===== src/sv/ams_pkg.sv =====
// ----------------------------------------------------------------------------
// Alignment match statistics package
// Shared types, item kinds, field widths and character codes used by the
// alignment statistics block and its submodules.
// ----------------------------------------------------------------------------
package ams_pkg;

	// Field widths of the stream items.
	localparam int unsigned BASE_W   = 8;
	localparam int unsigned COORD_W  = 32;
	localparam int unsigned WIDE_W   = 2 * COORD_W;
	localparam int unsigned KIND_W   = 2;
	localparam int unsigned TOTAL_W  = 32;

	// Packed stream payload widths.
	localparam int unsigned IN_DATA_W  = 152;
	localparam int unsigned NUM_TOTALS = 9;
	localparam int unsigned OUT_DATA_W = NUM_TOTALS * TOTAL_W;

	// Item kinds carried in tuser.
	localparam logic [KIND_W-1:0] KIND_BLOCK  = 2'd0;
	localparam logic [KIND_W-1:0] KIND_BASE   = 2'd1;
	localparam logic [KIND_W-1:0] KIND_FINISH = 2'd2;

	// Places of the totals in the accumulator array and in the result.
	localparam int unsigned TOT_MATCH     = 0;
	localparam int unsigned TOT_MISMATCH  = 1;
	localparam int unsigned TOT_REPEAT    = 2;
	localparam int unsigned TOT_UNKNOWN   = 3;
	localparam int unsigned TOT_Q_GAP_CNT = 4;
	localparam int unsigned TOT_Q_GAP_BAS = 5;
	localparam int unsigned TOT_T_GAP_CNT = 6;
	localparam int unsigned TOT_T_GAP_BAS = 7;
	localparam int unsigned TOT_BLOCK     = 8;

	// Character codes.
	localparam logic [BASE_W-1:0] CHAR_N       = 8'h4E;
	localparam logic [BASE_W-1:0] CHAR_UPPER_A = 8'h41;
	localparam logic [BASE_W-1:0] CHAR_UPPER_Z = 8'h5A;
	localparam logic [BASE_W-1:0] CHAR_LOWER_A = 8'h61;
	localparam logic [BASE_W-1:0] CHAR_LOWER_Z = 8'h7A;
	localparam logic [BASE_W-1:0] CASE_OFFSET  = 8'h20;

	// Outcome of one aligned base pair; exactly one bit is set.
	typedef struct packed {
		logic unknown;
		logic match;
		logic repeat_match;
		logic mismatch;
	} base_class_t;

	// One item retiring from the input stage into the accumulators.
	typedef struct packed {
		logic                fire;
		logic [KIND_W-1:0]   kind;
		base_class_t         cls;
		logic [COORD_W-1:0]  q_start;
		logic [COORD_W-1:0]  q_end;
		logic [COORD_W-1:0]  t_start;
		logic [COORD_W-1:0]  t_end;
	} step_t;

endpackage


===== src/sv/alignment_match_statistics.sv =====
// ----------------------------------------------------------------------------
// Alignment match statistics
// Collects match, mismatch, repeat, unknown, gap and block totals of one
// chain from a stream of block, base and finish items.
// ----------------------------------------------------------------------------
// The block accepts one item per clock cycle. Each transfer lands in an input
// register; the classifier and the accumulators absorb it as it retires from
// there, and a finish item of a non-empty chain loads the totals into the output
// register, which offers the result until it is taken. The input side stalls
// only while a finish item waits for the output register to be taken. Totals are
// the low 32 bits of COUNT_WIDTH-bit wrapping counters.
module alignment_match_statistics #(
	parameter int unsigned COUNT_WIDTH = 32
) (
	input  logic                             clk,
	input  logic                             arst_n,
	input  logic                             s_tvalid,
	output logic                             s_tready,
	// From bit 0: query_base[8], target_base[8], block_q_start[32],
	// block_q_end[32], block_t_start[32], block_t_end[32], chain_empty[1],
	// then zero fill.
	input  logic [ams_pkg::IN_DATA_W-1:0]    s_tdata,
	// kind[2]
	input  logic [ams_pkg::KIND_W-1:0]       s_tuser,
	output logic                             m_tvalid,
	input  logic                             m_tready,
	// From bit 0, 32 bits each: match_total, mismatch_total,
	// repeat_match_total, unknown_base_total, query_gap_count,
	// query_gap_bases, target_gap_count, target_gap_bases, block_total.
	output logic [ams_pkg::OUT_DATA_W-1:0]   m_tdata
);

	logic                                            valid_s1;
	logic [ams_pkg::KIND_W-1:0]                      kind_s1;
	logic [ams_pkg::BASE_W-1:0]                      q_base_s1;
	logic [ams_pkg::BASE_W-1:0]                      t_base_s1;
	logic [ams_pkg::COORD_W-1:0]                     q_start_s1;
	logic [ams_pkg::COORD_W-1:0]                     q_end_s1;
	logic [ams_pkg::COORD_W-1:0]                     t_start_s1;
	logic [ams_pkg::COORD_W-1:0]                     t_end_s1;
	logic                                            empty_s1;
	logic                                            emits_s1;
	logic                                            retire_s1;
	logic                                            out_free;
	ams_pkg::base_class_t                            cls;
	ams_pkg::step_t                                  step;
	logic [ams_pkg::NUM_TOTALS-1:0][COUNT_WIDTH-1:0] totals;
	logic [ams_pkg::OUT_DATA_W-1:0]                  result_word;
	logic                                            m_valid_q;
	logic [ams_pkg::OUT_DATA_W-1:0]                  m_data_q;

	// Stage flow: an emitting finish needs a free output register.
	assign out_free  = !m_valid_q || m_tready;
	assign emits_s1  = (kind_s1 == ams_pkg::KIND_FINISH) && !empty_s1;
	assign retire_s1 = valid_s1 && (!emits_s1 || out_free);
	assign s_tready  = !valid_s1 || retire_s1;

	// Input stage valid flag.
	always_ff @(posedge clk or negedge arst_n) begin
		if (!arst_n) begin
			valid_s1 <= 1'b0;
		end else if (s_tready) begin
			valid_s1 <= s_tvalid;
		end
	end

	// Input stage payload, captured on each transfer.
	always_ff @(posedge clk) begin
		if (s_tvalid && s_tready) begin
			kind_s1    <= s_tuser;
			q_base_s1  <= s_tdata[7:0];
			t_base_s1  <= s_tdata[15:8];
			q_start_s1 <= s_tdata[47:16];
			q_end_s1   <= s_tdata[79:48];
			t_start_s1 <= s_tdata[111:80];
			t_end_s1   <= s_tdata[143:112];
			empty_s1   <= s_tdata[144];
		end
	end

	ams_classify u_classify (
		.query_base  (q_base_s1),
		.target_base (t_base_s1),
		.cls         (cls)
	);

	assign step.fire    = retire_s1;
	assign step.kind    = kind_s1;
	assign step.cls     = cls;
	assign step.q_start = q_start_s1;
	assign step.q_end   = q_end_s1;
	assign step.t_start = t_start_s1;
	assign step.t_end   = t_end_s1;

	ams_accum #(
		.COUNT_WIDTH (COUNT_WIDTH)
	) u_accum (
		.clk    (clk),
		.arst_n (arst_n),
		.step   (step),
		.totals (totals)
	);

	// Pack the totals into 32-bit result words.
	for (genvar i = 0; i < ams_pkg::NUM_TOTALS; i++) begin : g_pack
		assign result_word[i*ams_pkg::TOTAL_W +: ams_pkg::TOTAL_W] =
			ams_pkg::TOTAL_W'(totals[i]);
	end

	// Output register valid flag.
	always_ff @(posedge clk or negedge arst_n) begin
		if (!arst_n) begin
			m_valid_q <= 1'b0;
		end else if (retire_s1 && emits_s1) begin
			m_valid_q <= 1'b1;
		end else if (m_tready) begin
			m_valid_q <= 1'b0;
		end
	end

	// Output register payload.
	always_ff @(posedge clk) begin
		if (retire_s1 && emits_s1) begin
			m_data_q <= result_word;
		end
	end

	assign m_tvalid = m_valid_q;
	assign m_tdata  = m_data_q;

	// An emitting finish always shows up in the output register.
	a_finish_emits: assert property (@(posedge clk) disable iff (!arst_n)
		retire_s1 && emits_s1 |=> m_tvalid)
		else $error("finish result was not loaded into the output register");

	// A base pair falls into exactly one class.
	a_class_onehot: assert property (@(posedge clk) disable iff (!arst_n)
		retire_s1 && kind_s1 == ams_pkg::KIND_BASE |-> $onehot(cls))
		else $error("base pair classification is not one-hot");

	// A finish leaves the chain totals cleared.
	a_finish_clears: assert property (@(posedge clk) disable iff (!arst_n)
		retire_s1 && kind_s1 == ams_pkg::KIND_FINISH |=> totals == '0)
		else $error("totals not cleared after finish");

	// The input side stalls only behind a blocked result.
	a_stall_cause: assert property (@(posedge clk) disable iff (!arst_n)
		!s_tready |-> valid_s1 && emits_s1 && m_tvalid && !m_tready)
		else $error("input stalled without a blocked result");

endmodule


===== src/sv/ams_classify.sv =====
// ----------------------------------------------------------------------------
// Base pair classifier
// Folds both bytes to uppercase and sorts the pair into unknown, match,
// repeat match or mismatch.
// ----------------------------------------------------------------------------
module ams_classify (
	input  logic [ams_pkg::BASE_W-1:0] query_base,
	input  logic [ams_pkg::BASE_W-1:0] target_base,
	output ams_pkg::base_class_t       cls
);

	logic [ams_pkg::BASE_W-1:0] q_fold;
	logic [ams_pkg::BASE_W-1:0] t_fold;
	logic                       t_upper;
	logic                       unknown;
	logic                       equal;

	// Only the letters a to z are folded; other bytes pass unchanged.
	always_comb begin
		q_fold = query_base;
		t_fold = target_base;
		if (query_base >= ams_pkg::CHAR_LOWER_A && query_base <= ams_pkg::CHAR_LOWER_Z) begin
			q_fold = query_base - ams_pkg::CASE_OFFSET;
		end
		if (target_base >= ams_pkg::CHAR_LOWER_A && target_base <= ams_pkg::CHAR_LOWER_Z) begin
			t_fold = target_base - ams_pkg::CASE_OFFSET;
		end
	end

	// An N on either side wins; otherwise target case picks match or repeat.
	assign unknown = (q_fold == ams_pkg::CHAR_N) || (t_fold == ams_pkg::CHAR_N);
	assign t_upper = (target_base >= ams_pkg::CHAR_UPPER_A)
		&& (target_base <= ams_pkg::CHAR_UPPER_Z);
	assign equal   = (q_fold == t_fold);

	assign cls.unknown      = unknown;
	assign cls.match        = !unknown && t_upper && equal;
	assign cls.repeat_match = !unknown && !t_upper && equal;
	assign cls.mismatch     = !unknown && !equal;

endmodule


===== src/sv/ams_accum.sv =====
// ----------------------------------------------------------------------------
// Chain accumulators
// Holds the running totals, the previous block ends and the block-seen flag,
// and updates them for each item that retires from the input stage.
// ----------------------------------------------------------------------------
module ams_accum #(
	parameter int unsigned COUNT_WIDTH = 32
) (
	input  logic                                             clk,
	input  logic                                             arst_n,
	input  ams_pkg::step_t                                   step,
	output logic [ams_pkg::NUM_TOTALS-1:0][COUNT_WIDTH-1:0] totals
);

	logic [ams_pkg::NUM_TOTALS-1:0][COUNT_WIDTH-1:0] acc_q;
	logic [ams_pkg::COORD_W-1:0]                     prev_q_end_q;
	logic [ams_pkg::COORD_W-1:0]                     prev_t_end_q;
	logic                                            have_prev_q;
	logic [ams_pkg::WIDE_W-1:0]                      q_diff_wide;
	logic [ams_pkg::WIDE_W-1:0]                      t_diff_wide;
	logic [COUNT_WIDTH-1:0]                          q_gap;
	logic [COUNT_WIDTH-1:0]                          t_gap;

	// Gap sizes; a backward step yields the wrapped difference.
	assign q_diff_wide = {{ams_pkg::COORD_W{1'b0}}, step.q_start}
		- {{ams_pkg::COORD_W{1'b0}}, prev_q_end_q};
	assign t_diff_wide = {{ams_pkg::COORD_W{1'b0}}, step.t_start}
		- {{ams_pkg::COORD_W{1'b0}}, prev_t_end_q};
	assign q_gap = q_diff_wide[COUNT_WIDTH-1:0];
	assign t_gap = t_diff_wide[COUNT_WIDTH-1:0];

	// Accumulator update per item kind; a finish clears the whole chain.
	always_ff @(posedge clk or negedge arst_n) begin
		if (!arst_n) begin
			acc_q        <= '0;
			prev_q_end_q <= '0;
			prev_t_end_q <= '0;
			have_prev_q  <= 1'b0;
		end else if (step.fire) begin
			case (step.kind)
				ams_pkg::KIND_BLOCK: begin
					if (have_prev_q && step.q_start != prev_q_end_q) begin
						acc_q[ams_pkg::TOT_Q_GAP_CNT] <= acc_q[ams_pkg::TOT_Q_GAP_CNT]
							+ COUNT_WIDTH'(1);
						acc_q[ams_pkg::TOT_Q_GAP_BAS] <= acc_q[ams_pkg::TOT_Q_GAP_BAS] + q_gap;
					end
					if (have_prev_q && step.t_start != prev_t_end_q) begin
						acc_q[ams_pkg::TOT_T_GAP_CNT] <= acc_q[ams_pkg::TOT_T_GAP_CNT]
							+ COUNT_WIDTH'(1);
						acc_q[ams_pkg::TOT_T_GAP_BAS] <= acc_q[ams_pkg::TOT_T_GAP_BAS] + t_gap;
					end
					acc_q[ams_pkg::TOT_BLOCK] <= acc_q[ams_pkg::TOT_BLOCK] + COUNT_WIDTH'(1);
					prev_q_end_q <= step.q_end;
					prev_t_end_q <= step.t_end;
					have_prev_q  <= 1'b1;
				end
				ams_pkg::KIND_BASE: begin
					if (step.cls.unknown) begin
						acc_q[ams_pkg::TOT_UNKNOWN] <= acc_q[ams_pkg::TOT_UNKNOWN]
							+ COUNT_WIDTH'(1);
					end
					if (step.cls.match) begin
						acc_q[ams_pkg::TOT_MATCH] <= acc_q[ams_pkg::TOT_MATCH] + COUNT_WIDTH'(1);
					end
					if (step.cls.repeat_match) begin
						acc_q[ams_pkg::TOT_REPEAT] <= acc_q[ams_pkg::TOT_REPEAT]
							+ COUNT_WIDTH'(1);
					end
					if (step.cls.mismatch) begin
						acc_q[ams_pkg::TOT_MISMATCH] <= acc_q[ams_pkg::TOT_MISMATCH]
							+ COUNT_WIDTH'(1);
					end
				end
				ams_pkg::KIND_FINISH: begin
					acc_q        <= '0;
					prev_q_end_q <= '0;
					prev_t_end_q <= '0;
					have_prev_q  <= 1'b0;
				end
				default: begin
				end
			endcase
		end
	end

	assign totals = acc_q;

endmodule

===== config.mk =====
export PLATFORM = sky130hd
export DESIGN_NAME = alignment_match_statistics
export DESIGN_NICKNAME = d
export VERILOG_FILES = /design/src/sv/ams_pkg.sv /design/src/sv/alignment_match_statistics.sv /design/src/sv/ams_classify.sv /design/src/sv/ams_accum.sv
export SDC_FILE = /design/constraint.sdc
export NUM_CORES = 1
export LEC_CHECK = 0
export BUFFER_PORTS_ARGS = -buffer_cell sky130_fd_sc_hd__buf_2
export CAP_MARGIN = 25
export CORE_ASPECT_RATIO = 0.5
export CORE_UTILIZATION = 48
export DETAILED_ROUTE_END_ITERATION = 10
export PLACE_DENSITY = 0.8
export SLEW_MARGIN = 40
export SYNTH_ARGS = -nofsm -noshare
export SYNTH_HDL_FRONTEND = slang
export SYNTH_SLANG_ARGS = --single-unit

===== constraint.sdc =====
create_clock -name clk -period 38.8 [get_ports clk]
set_input_delay 0 -clock clk [delete_from_list [all_inputs] [get_ports clk]]
set_output_delay 0 -clock clk [all_outputs]
set_load 0.05 [all_outputs]

==> impl_metrics.toml <==
[detailed_routing]
drc = 0
firstDrtPassIters = 9
drt_iter0_drc = 2505
dr_total_vias = 26900
avgRoutedWirePerCell_um = 19.9
final_antenna_net_count = 0
routed_wirelength_um = 95200
vias_per_cell = 5.63

[logic_synthesis]
ys_warn_count = 0
ys_ff_latch = 790
ys_seq_area_frac = 0.602
synthAdderAreaFrac = 0.0801
synth_ff_type = "edfxtp_1"
synthSimpleGateAreaFrac = 0.127
synth_compound_area_frac = 0.109
synth_fp_nets = 3436
synth.distinct_cells = 79
syn_area_per_cell_um2 = 11.8
muxShareOfSynthArea = 0.00168
synthXorXnorAreaFrac = 0.0346
syn-instance-count = 3082
netlist_area_um2 = 36400
synth_top_family_by_area = "simple AND/OR/NAND/NOR gates"
synthArstFlopShare = 0.449
synth_edf_count = 435

[timing]
slew_headroom = 0.438
rsz0062_at_grt = "no"
finalSetupViolCount = 0
tns_ns = 0
hold_viol_final = 0
layout_worst_path_cycle_share = 0.111
period_minus_slack_ns = 4.29
clock-skew-final_ns = 0.0257
tightest_slew_ns = 0.843
report.final.slew_viol_count = 0
fmax_mhz = 233

[cts]
cts_htree_levels = 3
clock_latency_ns = 0.63
cts_root_buf = "clkbuf_16"
cts.sinks = 790
post_cts_buffers = 0
clk_pin_slew_ns = 0.07
cts_buffers = 73
cts_tree = "built"
clock_path_buffers = 3

[pwr]
vdd_drop_max_v = 0.0000344
p_leak_uw = 0.0182
power.density_nw_per_um2 = 57.0

[placement]
gp_congestion = 0.909
io_buffers = 440
dpl.hpwl_um = 62000

[die]
rows = 71
die_area_um2 = 77100
die_w_um = 392
initial_core_util = 0.485
die_y_um = 197
io_pins = 448
coreArea_um2 = 75200

[setup_path]
timing.rr.start = "kind_s1[1]"
critPathLaunch = "kind_s1[1]"
worstPathRequired_ns = 39.05
endpoint_kind = "flip-flop"
cp.arrival_ns = 4.54
start_kind = "flip-flop"
worst-setup-path-type = "flip-flop to flip-flop"
worstPathMaxFanout = 101

[final_layout]
fill_cells = 5880
nNetsFinal = 4041
drive_above_1_share = 0.168
final_core_util = 0.585
syn2layout_area_growth_pct = 20.5

[global_route]
grt_overflow = 0
use_met1 = 0.297
grt_pass1_wl_um = 147000
antenna_found_initial = 7
first_global_vias = 27000
grt_max_degree = 102
grtUsageTotal = 0.244
met2_usage = 0.407
met3_usage = 0.0337
busiest_layer = "met2"

[hold_path]
min_path_type = "input port to async pin"

[job]
maxCapViolCount = 0

[status]
status = "finished, final reports clean"
## cell usage in the layout (no fill, tap or decap), types with 20 or more instances in the layout
cell	instances
buf_2	439
edfxtp_1	435
dfrtp_1	355
inv_1	352
o21ai_0	242
nor2_1	210
nand2_1	186
dlygate4sd3_1	151
ha_1	134
nand3_1	117
xor2_1	95
a21oi_1	89
clkbuf_16	75
nand3b_1	69
o31ai_1	64
and3_1	62
fa_1	62
nand4_1	60
xnor2_1	49
a21o_1	30
nor3_1	30
a31oi_1	29
or3_1	27
a22o_1	27
nand2b_1	23
and2_1	23
buf_4	20
## path summary, 6_finish.rpt
check                                           end  slack, ns  depth (start not counted)
worst min-delay path            u_accum.totals[131]       0.02                          3
worst max-delay path                   m_tdata[231]      34.51                          9
min in group clk                     t_start_s1[21]       0.08                          2
max in group asynchronous       u_accum.totals[181]      37.56                          4
worst max register to register         m_tdata[231]      34.51                          9
worst min register to register         m_tdata[185]       0.45                          0
## stage by stage
step                hold WS, ns  cells  setup WS, ns  cell area (um^2)  power [uW]
floorplan                -0.296   3082         24.45             36400        1560
CTS                      0.0190   4766         34.16             43900        2480
detailed placement      -0.0131   4480         34.22             39900        1730
global route             0.0447   4775         34.19             43900        2620
finish                   0.0181   4775         34.51             43900        2500
global placement          0.177   4477         34.17             39800        1700
## registers in the layout (all words and copies together) (netlist names)
signal	cells
t_start_s1	32
q_base_s1	8
q_start_s1	32
u_accum.prev_t_end_q	32
t_end_s1	32
m_tdata	288
q_end_s1	32
u_accum.totals	288
m_tvalid	1
t_base_s1	8
kind_s1	2
empty_s1	1
u_accum.have_prev_q	1
valid_s1	1
u_accum.prev_q_end_q	32
## report_power, final
| group | leakage (uW) | switching, uW | internal (uW) |
|---|---|---|---|
| sequential | 0.00861 | 56.7 | 961 |
| clock | 0.00117 | 326 | 413 |
| combinational | 0.00842 | 457 | 291 |
## per-layer routing
layer	part of all wire	vias up
met1	0.39	13300
met5	0	-
met2	0.49	1067
met3	0.050	362
met4	0.072	0
li1	-	12100
## final cells by class
cell class	instances	area [um^2]	share of cell area
Tap cell	1022	1280	0.0291
Clock inverter	36	378	0.00860
Antenna cell	7	17.5	0.000399
Inverter	352	1320	0.0301
Clock buffer	98	2000	0.0456
Timing Repair Buffer	623	4080	0.0929
Multi-Input combinational cell	1847	12900	0.294
Sequential cell	790	21900	0.500
## worst max-delay path, stage by stage (launching register included)
cell and delay, ns:
edfxtp_1 0.60, buf_4 0.42, nand2b_1 0.33, o21ai_0 0.14, and2_1 0.21, nand2_1 0.40
nor2_4 0.27, buf_12 0.35, buf_16 0.41, buf_6 0.62
## cells in the mapped netlist, types with 4 or more instances
| cell type | n | share of area |
|---|---|---|
| a211oi_1 | 10 | 0.0021 |
| xnor2_1 | 49 | 0.012 |
| xor2_1 | 95 | 0.023 |
| a32o_1 | 11 | 0.0030 |
| a32oi_1 | 4 | 0.00096 |
| or2_2 | 9 | 0.0015 |
| inv_1 | 352 | 0.036 |
| nand4_1 | 60 | 0.010 |
| and3_1 | 62 | 0.011 |
| a2111oi_0 | 5 | 0.0012 |
| and4_1 | 19 | 0.0046 |
| a31oi_1 | 29 | 0.0050 |
| nand3b_1 | 69 | 0.014 |
| fa_1 | 62 | 0.034 |
| o41ai_1 | 8 | 0.0019 |
| nor2b_1 | 10 | 0.0017 |
| nand2_1 | 186 | 0.019 |
| nor2_1 | 213 | 0.022 |
| or4_1 | 17 | 0.0035 |
| nor4_1 | 13 | 0.0022 |
| a22o_1 | 27 | 0.0065 |
| mux2i_1 | 5 | 0.0014 |
| and2_1 | 24 | 0.0041 |
| clkbuf_1 | 79 | 0.0081 |
| a21o_1 | 30 | 0.0062 |
| edfxtp_1 | 435 | 0.36 |
| or3_1 | 27 | 0.0046 |
| nand3_1 | 117 | 0.016 |
| a211o_1 | 8 | 0.0019 |
| o21a_1 | 15 | 0.0031 |
| dfrtp_1 | 355 | 0.24 |
| a21oi_1 | 89 | 0.012 |
| o211ai_1 | 9 | 0.0019 |
| nand2b_1 | 25 | 0.0043 |
| nor3_1 | 32 | 0.0044 |
| buf_2 | 11 | 0.0015 |
| o21ai_0 | 242 | 0.033 |
| o2111ai_1 | 4 | 0.00096 |
| o31ai_1 | 65 | 0.013 |
| o21bai_1 | 6 | 0.0012 |
| ha_1 | 134 | 0.046 |
## logic make-up after synthesis
family,after synthesis
buffers and inverters,445
AOI/OAI and AO/OA,607
DFF,790
adders and majority gates,196
muxes,6
and+or+nand+nor,894
xor gates and xnor gates,144
## repair_timing
item / in CTS / in global routing
setup endpoints to repair: 0 / 0
hold buffers: 152 / 0
resized for setup: 0 / 0
endpoints found under the hold margin: 400 / 0
No activity file was read; power rests on OpenSTA's default activity.
